<file path="config.mk">
export PLATFORM = sky130hd
export DESIGN_NAME = debug_step_breakpoint_controller
export DESIGN_NICKNAME = d
export VERILOG_FILES = /design/src/sv/dsbc_pkg.sv /design/src/sv/debug_step_breakpoint_controller.sv /design/src/sv/dsbc_ram.sv /design/src/sv/dsbc_ctrl.sv /design/src/sv/dsbc_datapath.sv
export SDC_FILE = /design/constraint.sdc
export NUM_CORES = 2
export LEC_CHECK = 0
export BUFFER_PORTS_ARGS = -buffer_cell sky130_fd_sc_hd__buf_2
export CAP_MARGIN = 25
export CORE_MARGIN = 3
export CORE_UTILIZATION = 24
export CTS_CLUSTER_DIAMETER = 50
export DETAILED_ROUTE_END_ITERATION = 10
export HOLD_SLACK_MARGIN = 0.15
export PLACE_DENSITY = 0.37
export SLEW_MARGIN = 10
export SYNTH_ARGS = -nofsm -noshare
export SYNTH_HDL_FRONTEND = slang
export SYNTH_HIERARCHICAL = 1
export SYNTH_SLANG_ARGS = --single-unit
export TNS_END_PERCENT = 100
</file>
<file path="constraint.sdc">
create_clock -name clk -period 13.4 [get_ports clk]
set_clock_uncertainty 0.15 [all_clocks]
set_input_delay 1.34 -clock clk [delete_from_list [all_inputs] [get_ports clk]]
set_output_delay 1.34 -clock clk [all_outputs]
set_load 0.02 [all_outputs]
</file>
<file path="src/sv/dsbc_pkg.sv">
// shared types and constants for the debug step and breakpoint controller
// no dependencies
`timescale 1ns / 1ps

package dsbc_pkg;

    localparam int BP_ENTRIES   = 32;
    localparam int STEP_ENTRIES = 16;
    localparam int BP_AW   = (BP_ENTRIES > 1) ? $clog2(BP_ENTRIES) : 1;
    localparam int STEP_AW = (STEP_ENTRIES > 1) ? $clog2(STEP_ENTRIES) : 1;
    localparam int BP_CW   = $clog2(BP_ENTRIES + 1);
    localparam int STEP_CW = $clog2(STEP_ENTRIES + 1);
    localparam int IDX_W   = (BP_CW > STEP_CW) ? BP_CW : STEP_CW;

    localparam int LOC_W = 64;
    localparam int ID_W  = 16;
    localparam int CMD_W = 5;

    localparam logic [CMD_W-1:0] CMD_RESET       = 5'd0;
    localparam logic [CMD_W-1:0] CMD_BREAK_START = 5'd1;
    localparam logic [CMD_W-1:0] CMD_RESUME      = 5'd2;
    localparam logic [CMD_W-1:0] CMD_CONTINUE_TO = 5'd3;
    localparam logic [CMD_W-1:0] CMD_STEP_INTO   = 5'd4;
    localparam logic [CMD_W-1:0] CMD_STEP_OVER   = 5'd5;
    localparam logic [CMD_W-1:0] CMD_STEP_OUT    = 5'd6;
    localparam logic [CMD_W-1:0] CMD_PAUSE       = 5'd7;
    localparam logic [CMD_W-1:0] CMD_ADD_STEP    = 5'd8;
    localparam logic [CMD_W-1:0] CMD_ADD_BP      = 5'd9;
    localparam logic [CMD_W-1:0] CMD_CLOSE_BP    = 5'd10;
    localparam logic [CMD_W-1:0] CMD_REMOVE_BP   = 5'd11;
    localparam logic [CMD_W-1:0] CMD_EXCEPTION   = 5'd12;
    localparam logic [CMD_W-1:0] CMD_FRAME_POP   = 5'd13;
    localparam logic [CMD_W-1:0] CMD_METHOD_ENT  = 5'd14;
    localparam logic [CMD_W-1:0] CMD_SINGLE_STEP = 5'd15;
    localparam logic [CMD_W-1:0] CMD_QUERY       = 5'd16;

    localparam logic CFG_BP_ENABLE = 1'b0;
    localparam logic CFG_EXC_MODE  = 1'b1;

    localparam logic [1:0] EXC_NEVER    = 2'd0;
    localparam logic [1:0] EXC_CAUGHT   = 2'd1;
    localparam logic [1:0] EXC_UNCAUGHT = 2'd2;
    localparam logic [1:0] EXC_ALL      = 2'd3;

    typedef enum logic [2:0] {
        MODE_NONE        = 3'd0,
        MODE_BREAK_START = 3'd1,
        MODE_CONTINUE_TO = 3'd2,
        MODE_PAUSE       = 3'd3,
        MODE_STEP_INTO   = 3'd4,
        MODE_STEP_OVER   = 3'd5,
        MODE_STEP_OUT    = 3'd6
    } mode_t;

    typedef struct packed {
        logic load;
        logic scan;
        logic finish;
    } ctl_t;

    typedef struct packed {
        logic scan_done;
    } sts_t;

endpackage

</file>
<file path="src/sv/debug_step_breakpoint_controller.sv">
// top level of the debug step and breakpoint controller
// depends on dsbc_pkg, dsbc_ctrl, dsbc_datapath and dsbc_ram
`timescale 1ns / 1ps

// a command is taken when start is high and busy is low. add_step_loc,
// remove_bp, single_step and query scan the tables one entry a cycle through
// the single read port of each table ram; other commands go straight from
// load to finish. each result shows on the result ports for one cycle with
// result_valid high and cannot be stalled; a query gives one transfer per
// match with last on the final one, or a single no-match transfer.
// configuration writes via cfg_we, cfg_index, cfg_data take effect at once
// and are meant for idle periods.
module debug_step_breakpoint_controller import dsbc_pkg::*; (
    input  logic             clk,
    input  logic             rst_n,
    input  logic             start,
    output logic             busy,
    input  logic [CMD_W-1:0] command,
    input  logic [LOC_W-1:0] location,
    input  logic [ID_W-1:0]  breakpoint_id,
    input  logic             uncaught,
    input  logic             cfg_we,
    input  logic             cfg_index,
    input  logic [1:0]       cfg_data,
    output logic             result_valid,
    output logic             paused,
    output logic             first_entry,
    output logic [ID_W-1:0]  found_id,
    output logic             match_valid,
    output logic             last,
    output logic             status
);
    ctl_t ctl;
    sts_t sts;

    // sequencer: load, optional scan, finish
    dsbc_ctrl u_ctrl (
        .clk     (clk),
        .rst_n   (rst_n),
        .start   (start),
        .command (command),
        .sts     (sts),
        .ctl     (ctl),
        .busy    (busy)
    );

    // tables, mode state and result registers
    dsbc_datapath u_datapath (
        .clk           (clk),
        .rst_n         (rst_n),
        .ctl           (ctl),
        .sts           (sts),
        .command       (command),
        .location      (location),
        .breakpoint_id (breakpoint_id),
        .uncaught      (uncaught),
        .cfg_we        (cfg_we),
        .cfg_index     (cfg_index),
        .cfg_data      (cfg_data),
        .result_valid  (result_valid),
        .paused        (paused),
        .first_entry   (first_entry),
        .found_id      (found_id),
        .match_valid   (match_valid),
        .last          (last),
        .status        (status)
    );
endmodule

</file>
<file path="src/sv/dsbc_ram.sv">
// generic single write port ram with registered read
// no dependencies
`timescale 1ns / 1ps

module dsbc_ram #(
    parameter int WIDTH = 8,
    parameter int DEPTH = 16
) (
    input  logic                                          clk,
    input  logic                                          we,
    input  logic [((DEPTH > 1) ? $clog2(DEPTH) : 1)-1:0]  waddr,
    input  logic [WIDTH-1:0]                              wdata,
    input  logic                                          re,
    input  logic [((DEPTH > 1) ? $clog2(DEPTH) : 1)-1:0]  raddr,
    output logic [WIDTH-1:0]                              rdata
);
    logic [WIDTH-1:0] mem [DEPTH];

    always_ff @(posedge clk)
    begin
        if (we)
        begin
            mem[waddr] <= wdata;
        end
        if (re)
        begin
            rdata <= mem[raddr];
        end
    end
endmodule

</file>
<file path="src/sv/dsbc_ctrl.sv">
// sequencing state machine: load, table scan, finish
// depends on dsbc_pkg
`timescale 1ns / 1ps

module dsbc_ctrl import dsbc_pkg::*; (
    input  logic             clk,
    input  logic             rst_n,
    input  logic             start,
    input  logic [CMD_W-1:0] command,
    input  sts_t             sts,
    output ctl_t             ctl,
    output logic             busy
);
    typedef enum logic [2:0] {
        ST_IDLE   = 3'b001,
        ST_SCAN   = 3'b010,
        ST_FINISH = 3'b100
    } state_t;

    state_t state_reg, state_next;
    logic   needs_scan;

    assign needs_scan = (command == CMD_ADD_STEP) || (command == CMD_REMOVE_BP)
                     || (command == CMD_SINGLE_STEP) || (command == CMD_QUERY);
    assign busy = (state_reg != ST_IDLE);

    always_comb
    begin
        state_next = state_reg;
        ctl        = '0;
        case (state_reg)
            ST_IDLE:
            begin
                if (start)
                begin
                    ctl.load   = 1'b1;
                    state_next = needs_scan ? ST_SCAN : ST_FINISH;
                end
            end
            ST_SCAN:
            begin
                ctl.scan = 1'b1;
                if (sts.scan_done)
                begin
                    state_next = ST_FINISH;
                end
            end
            ST_FINISH:
            begin
                ctl.finish = 1'b1;
                state_next = ST_IDLE;
            end
            default:
            begin
                state_next = ST_IDLE;
            end
        endcase
    end

    always_ff @(posedge clk or negedge rst_n)
    begin
        if (!rst_n)
        begin
            state_reg <= ST_IDLE;
        end
        else
        begin
            state_reg <= state_next;
        end
    end

    a_busy_from_start: assert property (@(posedge clk) disable iff (!rst_n)
        $rose(busy) |-> $past(start))
        else $error("busy rose without start");
    a_finish_to_idle: assert property (@(posedge clk) disable iff (!rst_n)
        ctl.finish |=> !busy)
        else $error("finish not followed by idle");
    a_scan_exit: assert property (@(posedge clk) disable iff (!rst_n)
        (ctl.scan && !sts.scan_done) |=> ctl.scan)
        else $error("scan left early");
endmodule

</file>
<file path="src/sv/dsbc_datapath.sv">
// tables, step mode, flags, config registers and result registers
// depends on dsbc_pkg and dsbc_ram
`timescale 1ns / 1ps

module dsbc_datapath import dsbc_pkg::*; (
    input  logic             clk,
    input  logic             rst_n,
    input  ctl_t             ctl,
    output sts_t             sts,
    input  logic [CMD_W-1:0] command,
    input  logic [LOC_W-1:0] location,
    input  logic [ID_W-1:0]  breakpoint_id,
    input  logic             uncaught,
    input  logic             cfg_we,
    input  logic             cfg_index,
    input  logic [1:0]       cfg_data,
    output logic             result_valid,
    output logic             paused,
    output logic             first_entry,
    output logic [ID_W-1:0]  found_id,
    output logic             match_valid,
    output logic             last,
    output logic             status
);
    // latched item
    logic [CMD_W-1:0] cmd_reg;
    logic [LOC_W-1:0] loc_reg;
    logic [ID_W-1:0]  id_reg;
    logic             unc_reg;

    // architectural state
    logic             bpen_reg, bpen_next;
    logic [1:0]       exc_reg, exc_next;
    mode_t            mode_reg, mode_next;
    logic             paused_reg, paused_next;
    logic             entered_reg, entered_next;
    logic [ID_W-1:0]  nid_reg, nid_next;
    logic [BP_CW-1:0]   bp_cnt_reg, bp_cnt_next;
    logic [STEP_CW-1:0] step_cnt_reg, step_cnt_next;

    // scan state
    logic [IDX_W-1:0] idx_reg, idx_next;
    logic [IDX_W-1:0] rd_idx_reg, rd_idx_next;
    logic             rd_pend_reg, rd_pend_next;
    logic             hit_bp_reg, hit_bp_next;
    logic             hit_step_reg, hit_step_next;
    logic [BP_CW-1:0] wr_ptr_reg, wr_ptr_next;
    logic             pend_reg, pend_next;
    logic [ID_W-1:0]  pend_id_reg, pend_id_next;

    // result registers
    logic             ov_reg, ov_next;
    logic             op_reg, op_next;
    logic             of_reg, of_next;
    logic [ID_W-1:0]  oid_reg, oid_next;
    logic             om_reg, om_next;
    logic             ol_reg, ol_next;
    logic             os_reg, os_next;

    // rams
    logic                    bp_we;
    logic [BP_AW-1:0]        bp_waddr;
    logic [LOC_W+ID_W-1:0]   bp_wdata, bp_rdata;
    logic                    step_we;
    logic [LOC_W-1:0]        step_rdata;
    logic                    issue;
    logic [IDX_W-1:0]        limit;
    logic                    bp_in, step_in, bp_match, step_match;

    dsbc_ram #(.WIDTH(LOC_W + ID_W), .DEPTH(BP_ENTRIES)) u_bp_ram (
        .clk   (clk),
        .we    (bp_we),
        .waddr (bp_waddr),
        .wdata (bp_wdata),
        .re    (issue),
        .raddr (idx_reg[BP_AW-1:0]),
        .rdata (bp_rdata)
    );

    dsbc_ram #(.WIDTH(LOC_W), .DEPTH(STEP_ENTRIES)) u_step_ram (
        .clk   (clk),
        .we    (step_we),
        .waddr (step_cnt_reg[STEP_AW-1:0]),
        .wdata (loc_reg),
        .re    (issue),
        .raddr (idx_reg[STEP_AW-1:0]),
        .rdata (step_rdata)
    );

    always_comb
    begin
        case (cmd_reg)
            CMD_ADD_STEP:  limit = IDX_W'(step_cnt_reg);
            CMD_SINGLE_STEP:
            begin
                if (IDX_W'(bp_cnt_reg) > IDX_W'(step_cnt_reg))
                begin
                    limit = IDX_W'(bp_cnt_reg);
                end
                else
                begin
                    limit = IDX_W'(step_cnt_reg);
                end
            end
            CMD_REMOVE_BP: limit = IDX_W'(bp_cnt_reg);
            CMD_QUERY:     limit = IDX_W'(bp_cnt_reg);
            default:       limit = '0;
        endcase
    end

    assign issue     = ctl.scan && (idx_reg < limit);
    assign bp_in     = rd_idx_reg < IDX_W'(bp_cnt_reg);
    assign step_in   = rd_idx_reg < IDX_W'(step_cnt_reg);
    assign bp_match  = bp_in && (bp_rdata[LOC_W+ID_W-1:ID_W] == loc_reg);
    assign step_match = step_in && (step_rdata == loc_reg);
    assign sts.scan_done = !issue && !rd_pend_reg;

    always_comb
    begin
        bpen_next     = bpen_reg;
        exc_next      = exc_reg;
        mode_next     = mode_reg;
        paused_next   = paused_reg;
        entered_next  = entered_reg;
        nid_next      = nid_reg;
        bp_cnt_next   = bp_cnt_reg;
        step_cnt_next = step_cnt_reg;
        idx_next      = idx_reg;
        rd_idx_next   = rd_idx_reg;
        rd_pend_next  = 1'b0;
        hit_bp_next   = hit_bp_reg;
        hit_step_next = hit_step_reg;
        wr_ptr_next   = wr_ptr_reg;
        pend_next     = pend_reg;
        pend_id_next  = pend_id_reg;
        ov_next  = 1'b0;
        op_next  = paused_reg;
        of_next  = 1'b0;
        oid_next = '0;
        om_next  = 1'b0;
        ol_next  = 1'b1;
        os_next  = 1'b0;
        bp_we    = 1'b0;
        bp_waddr = wr_ptr_reg[BP_AW-1:0];
        bp_wdata = bp_rdata;
        step_we  = 1'b0;

        if (cfg_we)
        begin
            if (cfg_index == CFG_BP_ENABLE)
            begin
                bpen_next = cfg_data[0];
            end
            else
            begin
                exc_next = cfg_data;
            end
        end

        if (ctl.load)
        begin
            idx_next      = '0;
            hit_bp_next   = 1'b0;
            hit_step_next = 1'b0;
            wr_ptr_next   = '0;
            pend_next     = 1'b0;
        end

        if (issue)
        begin
            idx_next     = idx_reg + 1'b1;
            rd_idx_next  = idx_reg;
            rd_pend_next = 1'b1;
        end

        if (rd_pend_reg)
        begin
            hit_bp_next   = hit_bp_reg | bp_match;
            hit_step_next = hit_step_reg | step_match;
            if (cmd_reg == CMD_REMOVE_BP)
            begin
                // compact survivors down to the write pointer
                if (bp_in && (bp_rdata[ID_W-1:0] != id_reg))
                begin
                    bp_we       = 1'b1;
                    wr_ptr_next = wr_ptr_reg + 1'b1;
                end
            end
            if ((cmd_reg == CMD_QUERY) && bp_match)
            begin
                if (pend_reg)
                begin
                    ov_next  = 1'b1;
                    oid_next = pend_id_reg;
                    om_next  = 1'b1;
                    ol_next  = 1'b0;
                end
                pend_next    = 1'b1;
                pend_id_next = bp_rdata[ID_W-1:0];
            end
        end

        if (ctl.finish)
        begin
            ov_next = 1'b1;
            case (cmd_reg)
                CMD_RESET:
                begin
                    if (mode_reg != MODE_BREAK_START)
                    begin
                        mode_next = MODE_NONE;
                    end
                    bp_cnt_next   = '0;
                    step_cnt_next = '0;
                    entered_next  = 1'b0;
                    bpen_next     = 1'b1;
                    nid_next      = '0;
                    exc_next      = EXC_NEVER;
                end
                CMD_BREAK_START:
                begin
                    if (!paused_reg)
                    begin
                        mode_next = MODE_BREAK_START;
                    end
                end
                CMD_RESUME:
                begin
                    mode_next   = MODE_NONE;
                    paused_next = 1'b0;
                end
                CMD_CONTINUE_TO:
                begin
                    mode_next     = MODE_CONTINUE_TO;
                    step_cnt_next = '0;
                    paused_next   = 1'b0;
                end
                CMD_STEP_INTO, CMD_STEP_OVER:
                begin
                    mode_next     = (cmd_reg == CMD_STEP_INTO) ? MODE_STEP_INTO
                                                               : MODE_STEP_OVER;
                    entered_next  = 1'b0;
                    step_cnt_next = '0;
                    paused_next   = 1'b0;
                end
                CMD_STEP_OUT:
                begin
                    mode_next    = MODE_STEP_OUT;
                    entered_next = 1'b1;
                    paused_next  = 1'b0;
                end
                CMD_PAUSE:
                begin
                    if (!paused_reg)
                    begin
                        mode_next = MODE_PAUSE;
                    end
                end
                CMD_ADD_STEP:
                begin
                    if (!hit_step_reg)
                    begin
                        if (step_cnt_reg < STEP_CW'(STEP_ENTRIES))
                        begin
                            step_we       = 1'b1;
                            step_cnt_next = step_cnt_reg + 1'b1;
                        end
                        else
                        begin
                            os_next = 1'b1;
                        end
                    end
                end
                CMD_ADD_BP:
                begin
                    if (bp_cnt_reg < BP_CW'(BP_ENTRIES))
                    begin
                        bp_we       = 1'b1;
                        bp_waddr    = bp_cnt_reg[BP_AW-1:0];
                        bp_wdata    = {loc_reg, nid_reg};
                        bp_cnt_next = bp_cnt_reg + 1'b1;
                    end
                    else
                    begin
                        os_next = 1'b1;
                    end
                end
                CMD_CLOSE_BP:
                begin
                    oid_next = nid_reg;
                    nid_next = nid_reg + 1'b1;
                end
                CMD_REMOVE_BP:
                begin
                    bp_cnt_next = wr_ptr_reg;
                end
                CMD_EXCEPTION:
                begin
                    case (exc_reg)
                        EXC_CAUGHT:   paused_next = !unc_reg;
                        EXC_UNCAUGHT: paused_next = unc_reg;
                        EXC_ALL:      paused_next = 1'b1;
                        default:      paused_next = paused_reg;
                    endcase
                end
                CMD_FRAME_POP:
                begin
                    if ((mode_reg == MODE_STEP_OUT) || (mode_reg == MODE_STEP_OVER))
                    begin
                        entered_next = 1'b0;
                    end
                end
                CMD_METHOD_ENT:
                begin
                    if ((mode_reg == MODE_STEP_OUT) || (mode_reg == MODE_STEP_OVER))
                    begin
                        of_next      = !entered_reg;
                        entered_next = 1'b1;
                    end
                end
                CMD_SINGLE_STEP:
                begin
                    if (bpen_reg && hit_bp_reg)
                    begin
                        paused_next = 1'b1;
                    end
                    else
                    begin
                        case (mode_reg)
                            MODE_BREAK_START, MODE_PAUSE: paused_next = 1'b1;
                            MODE_CONTINUE_TO: paused_next = hit_step_reg;
                            MODE_STEP_INTO:   paused_next = !hit_step_reg;
                            MODE_STEP_OUT:    paused_next = !entered_reg;
                            MODE_STEP_OVER:   paused_next = !entered_reg && !hit_step_reg;
                            default:          paused_next = 1'b0;
                        endcase
                    end
                end
                CMD_QUERY:
                begin
                    oid_next = pend_reg ? pend_id_reg : '0;
                    om_next  = pend_reg;
                end
                default:
                begin
                    ov_next = 1'b1;
                end
            endcase
            op_next = paused_next;
        end
    end

    always_ff @(posedge clk or negedge rst_n)
    begin
        if (!rst_n)
        begin
            bpen_reg     <= 1'b1;
            exc_reg      <= EXC_NEVER;
            mode_reg     <= MODE_NONE;
            paused_reg   <= 1'b0;
            entered_reg  <= 1'b0;
            nid_reg      <= '0;
            bp_cnt_reg   <= '0;
            step_cnt_reg <= '0;
            rd_pend_reg  <= 1'b0;
            ov_reg       <= 1'b0;
        end
        else
        begin
            bpen_reg     <= bpen_next;
            exc_reg      <= exc_next;
            mode_reg     <= mode_next;
            paused_reg   <= paused_next;
            entered_reg  <= entered_next;
            nid_reg      <= nid_next;
            bp_cnt_reg   <= bp_cnt_next;
            step_cnt_reg <= step_cnt_next;
            rd_pend_reg  <= rd_pend_next;
            ov_reg       <= ov_next;
        end
    end

    always_ff @(posedge clk)
    begin
        if (ctl.load)
        begin
            cmd_reg <= command;
            loc_reg <= location;
            id_reg  <= breakpoint_id;
            unc_reg <= uncaught;
        end
        idx_reg      <= idx_next;
        rd_idx_reg   <= rd_idx_next;
        hit_bp_reg   <= hit_bp_next;
        hit_step_reg <= hit_step_next;
        wr_ptr_reg   <= wr_ptr_next;
        pend_reg     <= pend_next;
        pend_id_reg  <= pend_id_next;
        op_reg  <= op_next;
        of_reg  <= of_next;
        oid_reg <= oid_next;
        om_reg  <= om_next;
        ol_reg  <= ol_next;
        os_reg  <= os_next;
    end

    assign result_valid = ov_reg;
    assign paused       = op_reg;
    assign first_entry  = of_reg;
    assign found_id     = oid_reg;
    assign match_valid  = om_reg;
    assign last         = ol_reg;
    assign status       = os_reg;

    a_strobe_source: assert property (@(posedge clk) disable iff (!rst_n)
        result_valid |-> ($past(ctl.finish) || $past(ctl.scan)))
        else $error("result without scan or finish");
    a_bp_count_range: assert property (@(posedge clk) disable iff (!rst_n)
        bp_cnt_reg <= BP_CW'(BP_ENTRIES))
        else $error("breakpoint count beyond table");
    a_step_count_range: assert property (@(posedge clk) disable iff (!rst_n)
        step_cnt_reg <= STEP_CW'(STEP_ENTRIES))
        else $error("step count beyond table");
endmodule

</file>
Word-level counts from Yosys, hierarchy flattened

Memory sizes are Yosys's and may differ from the RTL's. A register that Yosys moved wholly into a read port is not among the register bits.
Cells that the tools add are included.

Register bits: 184
Latch bits: 0
Memory bits (writable): 3,584
ROM bits: 0
Bits of input ports: 93
Output and inout bits: 23
Logic and storage cells: 215
Memories: 2

$add $sub $neg: 5
Multiply operators: 0
Divide/modulo/power cells: 0
Magnitude comparators: 6
Equality and inequality tests: 47
Shifts and indexed selects: 0
Muxes and demuxes: 86
Bitwise gates (word level): 2
Reductions and logical operators: 39

Memories:

| memory                    | depth | bits a word | read ports | clocked after Yosys merged registers in | write ports | RTL line       | source |
|---|---|---|---|---|---|---|---|
| u_datapath.u_bp_ram.mem   | 32    | 80          | 1          | 1                                       | 1           | dsbc_ram.sv:17 | `logic [WIDTH-1:0] mem [DEPTH];` |
| u_datapath.u_step_ram.mem | 16    | 64          | 1          | 1                                       | 1           | dsbc_ram.sv:17 |  |

Operator list:

| cell                    | count |
|---|---|
| $mux W80                | 3 |
| $eq A64 B64 Y1          | 2 |
| $mux W16                | 4 |
| $pmux W16 S2            | 2 |
| $eq A5 B4 Y1 const B    | 11 |
| $mux W6                 | 8 |
| $mux W1                 | 44 |
| $pmux W6 S3             | 2 |
| $mux W5                 | 5 |
| $pmux W3 S7             | 1 |
| $eq A5 B3 Y1 const B    | 4 |
| $add A6 B1 Y6 const B   | 3 |
| $mux W3                 | 6 |
| $add A16 B1 Y16 const B | 1 |
| $ne A16 B16 Y1          | 1 |
| $eq A3 B3 Y1 const B    | 4 |
| $lt A6 B6 Y1            | 2 |
| $eq A5 B2 Y1 const B    | 2 |
| $eq A5 B5 Y1 const B    | 2 |
| $ne A2 B1 Y1 const B    | 5 |
| $ne A2 B2 Y1 const B    | 5 |
| $pmux W5 S2             | 1 |
| $eq A3 B2 Y1 const B    | 3 |
| $logic_and A1 B1 Y1     | 8 |
| 32 further kinds        | 56 |

Depth between registers and ports, before layout

Depth after elaboration: 10
Mapped depth: 14
Mapped depth without buffers: 14

Hierarchy

The synthesis kept the hierarchy.

By module, submodules not included:

| module                            | instances | cells each | area each (µm²) | seq. area each (µm²) |
|---|---|---|---|---|
| dsbc_ram at u_datapath.u_bp_ram   | 1         | 4,683      | 99,704.4        | 79,276.0 |
| dsbc_ram at u_datapath.u_step_ram | 1         | 1,647      | 40,223.6        | 32,671.3 |
| dsbc_datapath                     | 1         | 906        | 10,118.5        | 4,971.0 |
| dsbc_ctrl                         | 1         | 17         | 171.4           | 76.3 |

Worst setup path before layout

OpenSTA, ideal clock, no wires.

Path type: register to register
Start point: register u_datapath.step_cnt_reg[2]
End point: register u_datapath.rd_pend_reg
Setup time: 0.862 ns
Arrival: 9.644 ns
Data required time: 12.388 ns
Slack: 2.743 ns
Cell stages (with the launch flop): 12
Buffers on the path: 0
Clock period less this slack: 10.657 ns
Cells stage by stage: dfrtp_1 inv_1 ha_1 and4b_1 and3_1 a211o_1 nand2_1 a22oi_1 ha_1 a2111oi_1 o41ai_2 a21boi_1

Longest elaborated chain between the ends: 6

RTL lines:

| element                 | RTL line             | source |
|---|---|---|
| start, declared         | dsbc_datapath.sv:39  | `logic [STEP_CW-1:0] step_cnt_reg, step_cnt_next;` |
| start signal, assigned  | dsbc_datapath.sv:377 | `step_cnt_reg <= step_cnt_next;` |
| $gt A6 B5 Y1            | dsbc_datapath.sv:96  | `if (IDX_W'(bp_cnt_reg) > IDX_W'(step_cnt_reg))` |
| $mux W6                 | dsbc_datapath.sv:96  |  |
| $pmux W6 S3 (*)         | dsbc_datapath.sv:92  | `case (cmd_reg)` |
| $lt A6 B6 Y1 (*)        | dsbc_datapath.sv:111 | `assign issue = ctl.scan && (idx_reg < limit);` |
| $logic_and A1 B1 Y1 (*) | dsbc_datapath.sv:111 |  |
| net u_datapath.issue    | dsbc_datapath.sv:66  | `logic issue;` |
| $mux W1 (*)             | dsbc_datapath.sv:169 | `if (issue)` |
| end signal, assigned    | dsbc_datapath.sv:378 | `rd_pend_reg <= rd_pend_next;` |
| end, declared           | dsbc_datapath.sv:44  | `logic rd_pend_reg, rd_pend_next;` |

The timed path passes the listed nets; every way through them passes the cells marked *.
A chain may end at the register's enable or synchronous reset.

Worst setup path after layout

Start point: register u_datapath.cmd_reg[2]
End point: memory u_datapath/u_bp_ram/mem[6][42] (netlist bit), enable pin

Elaborated cells on any way between the ends: 11
Those cells by class: eq/ne (2); mux (9)

RTL lines:

| element                    | RTL line             | source |
|---|---|---|
| start, declared            | dsbc_datapath.sv:26  | `logic [CMD_W-1:0] cmd_reg;` |
| start signal, assigned     | dsbc_datapath.sv:387 | `cmd_reg <= command;` |
| $eq A5 B4 Y1               | dsbc_datapath.sv:206 | `case (cmd_reg)` |
| $mux W5                    | dsbc_datapath.sv:206 |  |
| $mux W5                    | dsbc_datapath.sv:203 | `if (ctl.finish)` |
| net u_datapath.bp_waddr[3] | dsbc_datapath.sv:62  | `logic [BP_AW-1:0] bp_waddr;` |
| end, declared              | dsbc_ram.sv:17       |  |

The timed path passes the listed nets, and every way through them passes these cells.

==> impl_metrics.tcl <==
set metrics [dict create \
    outcome "finished clean" \
    post-place-cells 15600 \
    setup_tns_ns 0 \
    netlist_area_sq_mm 0.150 \
    routedWlPerCell_microns 30.9 \
    drv_slew 0 \
    largest_register_ffs 2560 \
    post_cts_buffers 0 \
    synth-compound-area-share 0.0395 \
    synthCells 7253 \
    powerDensity_mw_per_mm2 158 \
    first_iter_violations 7567 \
    cp-end-kind "flop" \
    min_path_type "flop to flop" \
    fin_nets 7889 \
    whs_path_depth 1 \
    yosys.cell_types.count 80 \
    critPathLaunchType "flop" \
    timing_worst_slew_pin_value_ns 1.21 \
    period_minus_slack_ns 6.18 \
    grt_pass1_vias 78600 \
    cts_sinks 3912 \
    grt_overflow 0 \
    hpwl_microns 291000 \
    grt_pass1_wl_microns 691000 \
    clock.fmax_mhz 162 \
    antenna_found_initial 48 \
    path_common_cell "buf_4" \
    die_area_sq_mm 0.635 \
    synth_edf_count 3844 \
    routed_via_density 4.64 \
    cp.arrival_ns 6.58 \
    cts_tree "built" \
    clk_pin_slew_ns 0.05 \
    antenna_left 0 \
    worst_path_largest_cell_delay_ns 0.91 \
    drive_above_1_share 0.235 \
    insertion_delay_ns 1.04 \
    synthMuxAreaShare 0.135 \
    p_leak_uw 0.0559 \
    reg2regPathDepth 11 \
    final_cell_mix "3844 x edfxtp_1, 644 x mux2i_1, 577 x a22oi_1" \
    cp.required_ns 13.80 \
    synth_fa_ha_area_frac 0.00200 \
    syn_nets 7370 \
    cts_max_level 5 \
    wl_microns 509000 \
    gp_congestion 0.753 \
    synth_top_family_by_area "multiplexers" \
    clockBufferDepth 4 \
    drv_cap 0 \
    grt_max_degree 113 \
    ctsHoldBuffers 1 \
    rows 289 \
    slowest_stage "buf_4" \
    syn_to_final_growth_pct 18.8 \
    fin_crit_sh 0.461 \
    crit_fanout 37 \
    finalWorstSetupSlack_ns 7.22 \
    coreArea_sq_mm 0.622 \
    synthSimpleGateAreaFrac 0.0210 \
    dieHeight_microns 797 \
    relSlewSlack 0.196 \
    reg_top3 "u_datapath/u_bp_ram/mem: 2560 flops, u_datapath/u_step_ram/mem: 1024 flops, u_datapath/u_bp_ram/rdata: 80 flops" \
    top_register "u_datapath/u_bp_ram/mem" \
    vdd_drop_max_v 0.000106 \
    instances_no_fill 16500 \
    cts_root_buf "clkbuf_16" \
    rsz0062_at_grt "false" \
    ios 116 \
    ys_warn_count 6 \
    start_util 0.242 \
    hold_viol_final 0 \
    setup_viol_count_final 0 \
    die_x_microns 797 \
    fill_cells 60900 \
    cts_resized 0 \
    cp_cell_sequence "nor3b_4 -> nand2_1 -> or2_1 -> nor3b_4 -> buf_4 -> mux2_2 -> nor2_1 -> nand2_1 -> nor2_4 -> buf_4 -> buf_4" \
    drc 0 \
    crit_type "flop to flop" \
    ys_async_sr_fraction 0.0102 \
    numCtsBuffers 485 \
    layout_commonest_cell "edfxtp_1" \
    preCtsSetupSlack_ns 7.25 \
    synth_area_per_cell_sq_um 20.7 \
    num_vias 76500 \
    synth-seq-area-share 0.779 \
    drtPass1Iterations 5 \
    synth-seq-cells 3912 \
    yosys.area_share.xor_xnor 0.00886 \
    io_buffers 115 \
    track_usage 0.156 \
    synthFlopType "edfxtp_1" \
]
metal layers:
layer | track usage | vias to the layer above | wire length [microns]
met1 | 0.220 | 42300 | 230000
met2 | 0.260 | 2163 | 245000
met5 | 0 | - | 9
met4 | 0.0297 | 2 | 9920
li1 | - | 31400 | -
met3 | 0.0195 | 588 | 23600
metrics by stage:
step | power (uW) | hold WS (ns) | util | instance area, sq um
global placement | 15500 | 0.318 | 0.261 | 162000
global route | 29100 | 0.258 | 0.287 | 178000
floorplan | 14700 | 0.274 | - | 150000
finish | 28100 | 0.321 | 0.287 | 178000
detailed placement | 15500 | 0.319 | 0.261 | 162000
CTS | 28500 | 0.225 | 0.287 | 178000
synth_stat cells, drive strengths merged, types with 3 or more instances:
master / count / area [sq um]
nand3b: 8 / 60.1
edfxtp: 3844 / 115000
or3b: 5 / 43.8
inv: 59 / 221
xnor2: 93 / 815
nor4: 19 / 119
o41ai: 3 / 41.3
nand4: 74 / 463
mux2i: 644 / 6450
and3: 8 / 50.1
buf: 229 / 1430
a31oi: 46 / 288
a21boi: 3 / 22.5
ha: 24 / 300
nand2: 125 / 469
o2bb2ai: 3 / 26.3
a21oi: 31 / 155
a211o: 3 / 26.3
dfrtp: 38 / 951
a2111oi: 3 / 28.8
a22oi: 577 / 4330
mux2: 77 / 867
mux4: 576 / 13000
nor2b: 20 / 125
and4: 3 / 26.3
xor2: 59 / 517
nor3b: 4 / 57.6
and2: 11 / 68.8
o22ai: 5 / 31.3
a32oi: 4 / 35.0
a22o: 47 / 412
nand3: 182 / 911
nand4b: 5 / 43.8
nor3: 17 / 95.1
clkbuf: 150 / 563
o31ai: 3 / 22.5
dfxtp: 28 / 561
nor2: 101 / 382
nand2b: 19 / 119
o21ai: 62 / 314
or3: 6 / 38.8
a2111o: 3 / 33.8
path summary, 6_finish.rpt:
kind                                       start                             end  slack [ns]
setup reg to reg           u_datapath/cmd_reg[2]  u_datapath/u_bp_ram/mem[6][42]        7.22
hold / removal               u_datapath/pend_reg             u_datapath/pend_reg        0.32
max in group asynchronous                  rst_n             u_ctrl/state_reg[0]       11.76
min in group asynchronous                  rst_n           u_datapath/nid_reg[3]        0.71
setup / recovery           u_datapath/cmd_reg[2]  u_datapath/u_bp_ram/mem[6][42]        7.22
hold reg to reg              u_datapath/pend_reg             u_datapath/pend_reg        0.32
logic make-up (layout without fill, tap and decap cells):
family                   Yosys count  in the layout
multiplexers                    1297           1297
AO/OA/AOI/OAI                    812            812
buffers and inverters            439           1359
flip-flops                      3912           3912
AND/OR/NAND/NOR                  617            617
other                              0             16
XOR/XNOR                         152            152
adder cells (fa/ha/maj)           24             24
where the power goes:
part / switching [uW] / internal [uW] / total [uW]
logic: 1170 / 596 / 1770
registers: 43.4 / 13400 / 13500
clock network: 5330 / 7570 / 12900
total: 6540 / 21600 / 28100
worst max-delay path, delay by kind of cell, from the launching register on:
family | cells | cell delay, ns
flops | 1 | 0.59
simple gates | 7 | 2.11
buf+inv | 3 | 2.21
mux | 1 | 0.49
final cells by class:
cell class | instances | area (sq um) | share of cell area
antenna | 16 | 40.0 | 0.000224
multi-input combinational | 2902 | 31600 | 0.177
sequential | 3912 | 117000 | 0.656
tap | 8293 | 10400 | 0.0581
clock inverter | 324 | 3280 | 0.0184
inverter | 60 | 230 | 0.00129
clock buffer | 564 | 12500 | 0.0703
timing repair buffer | 411 | 3340 | 0.0187
No activity file was read; power rests on OpenSTA's default activity.
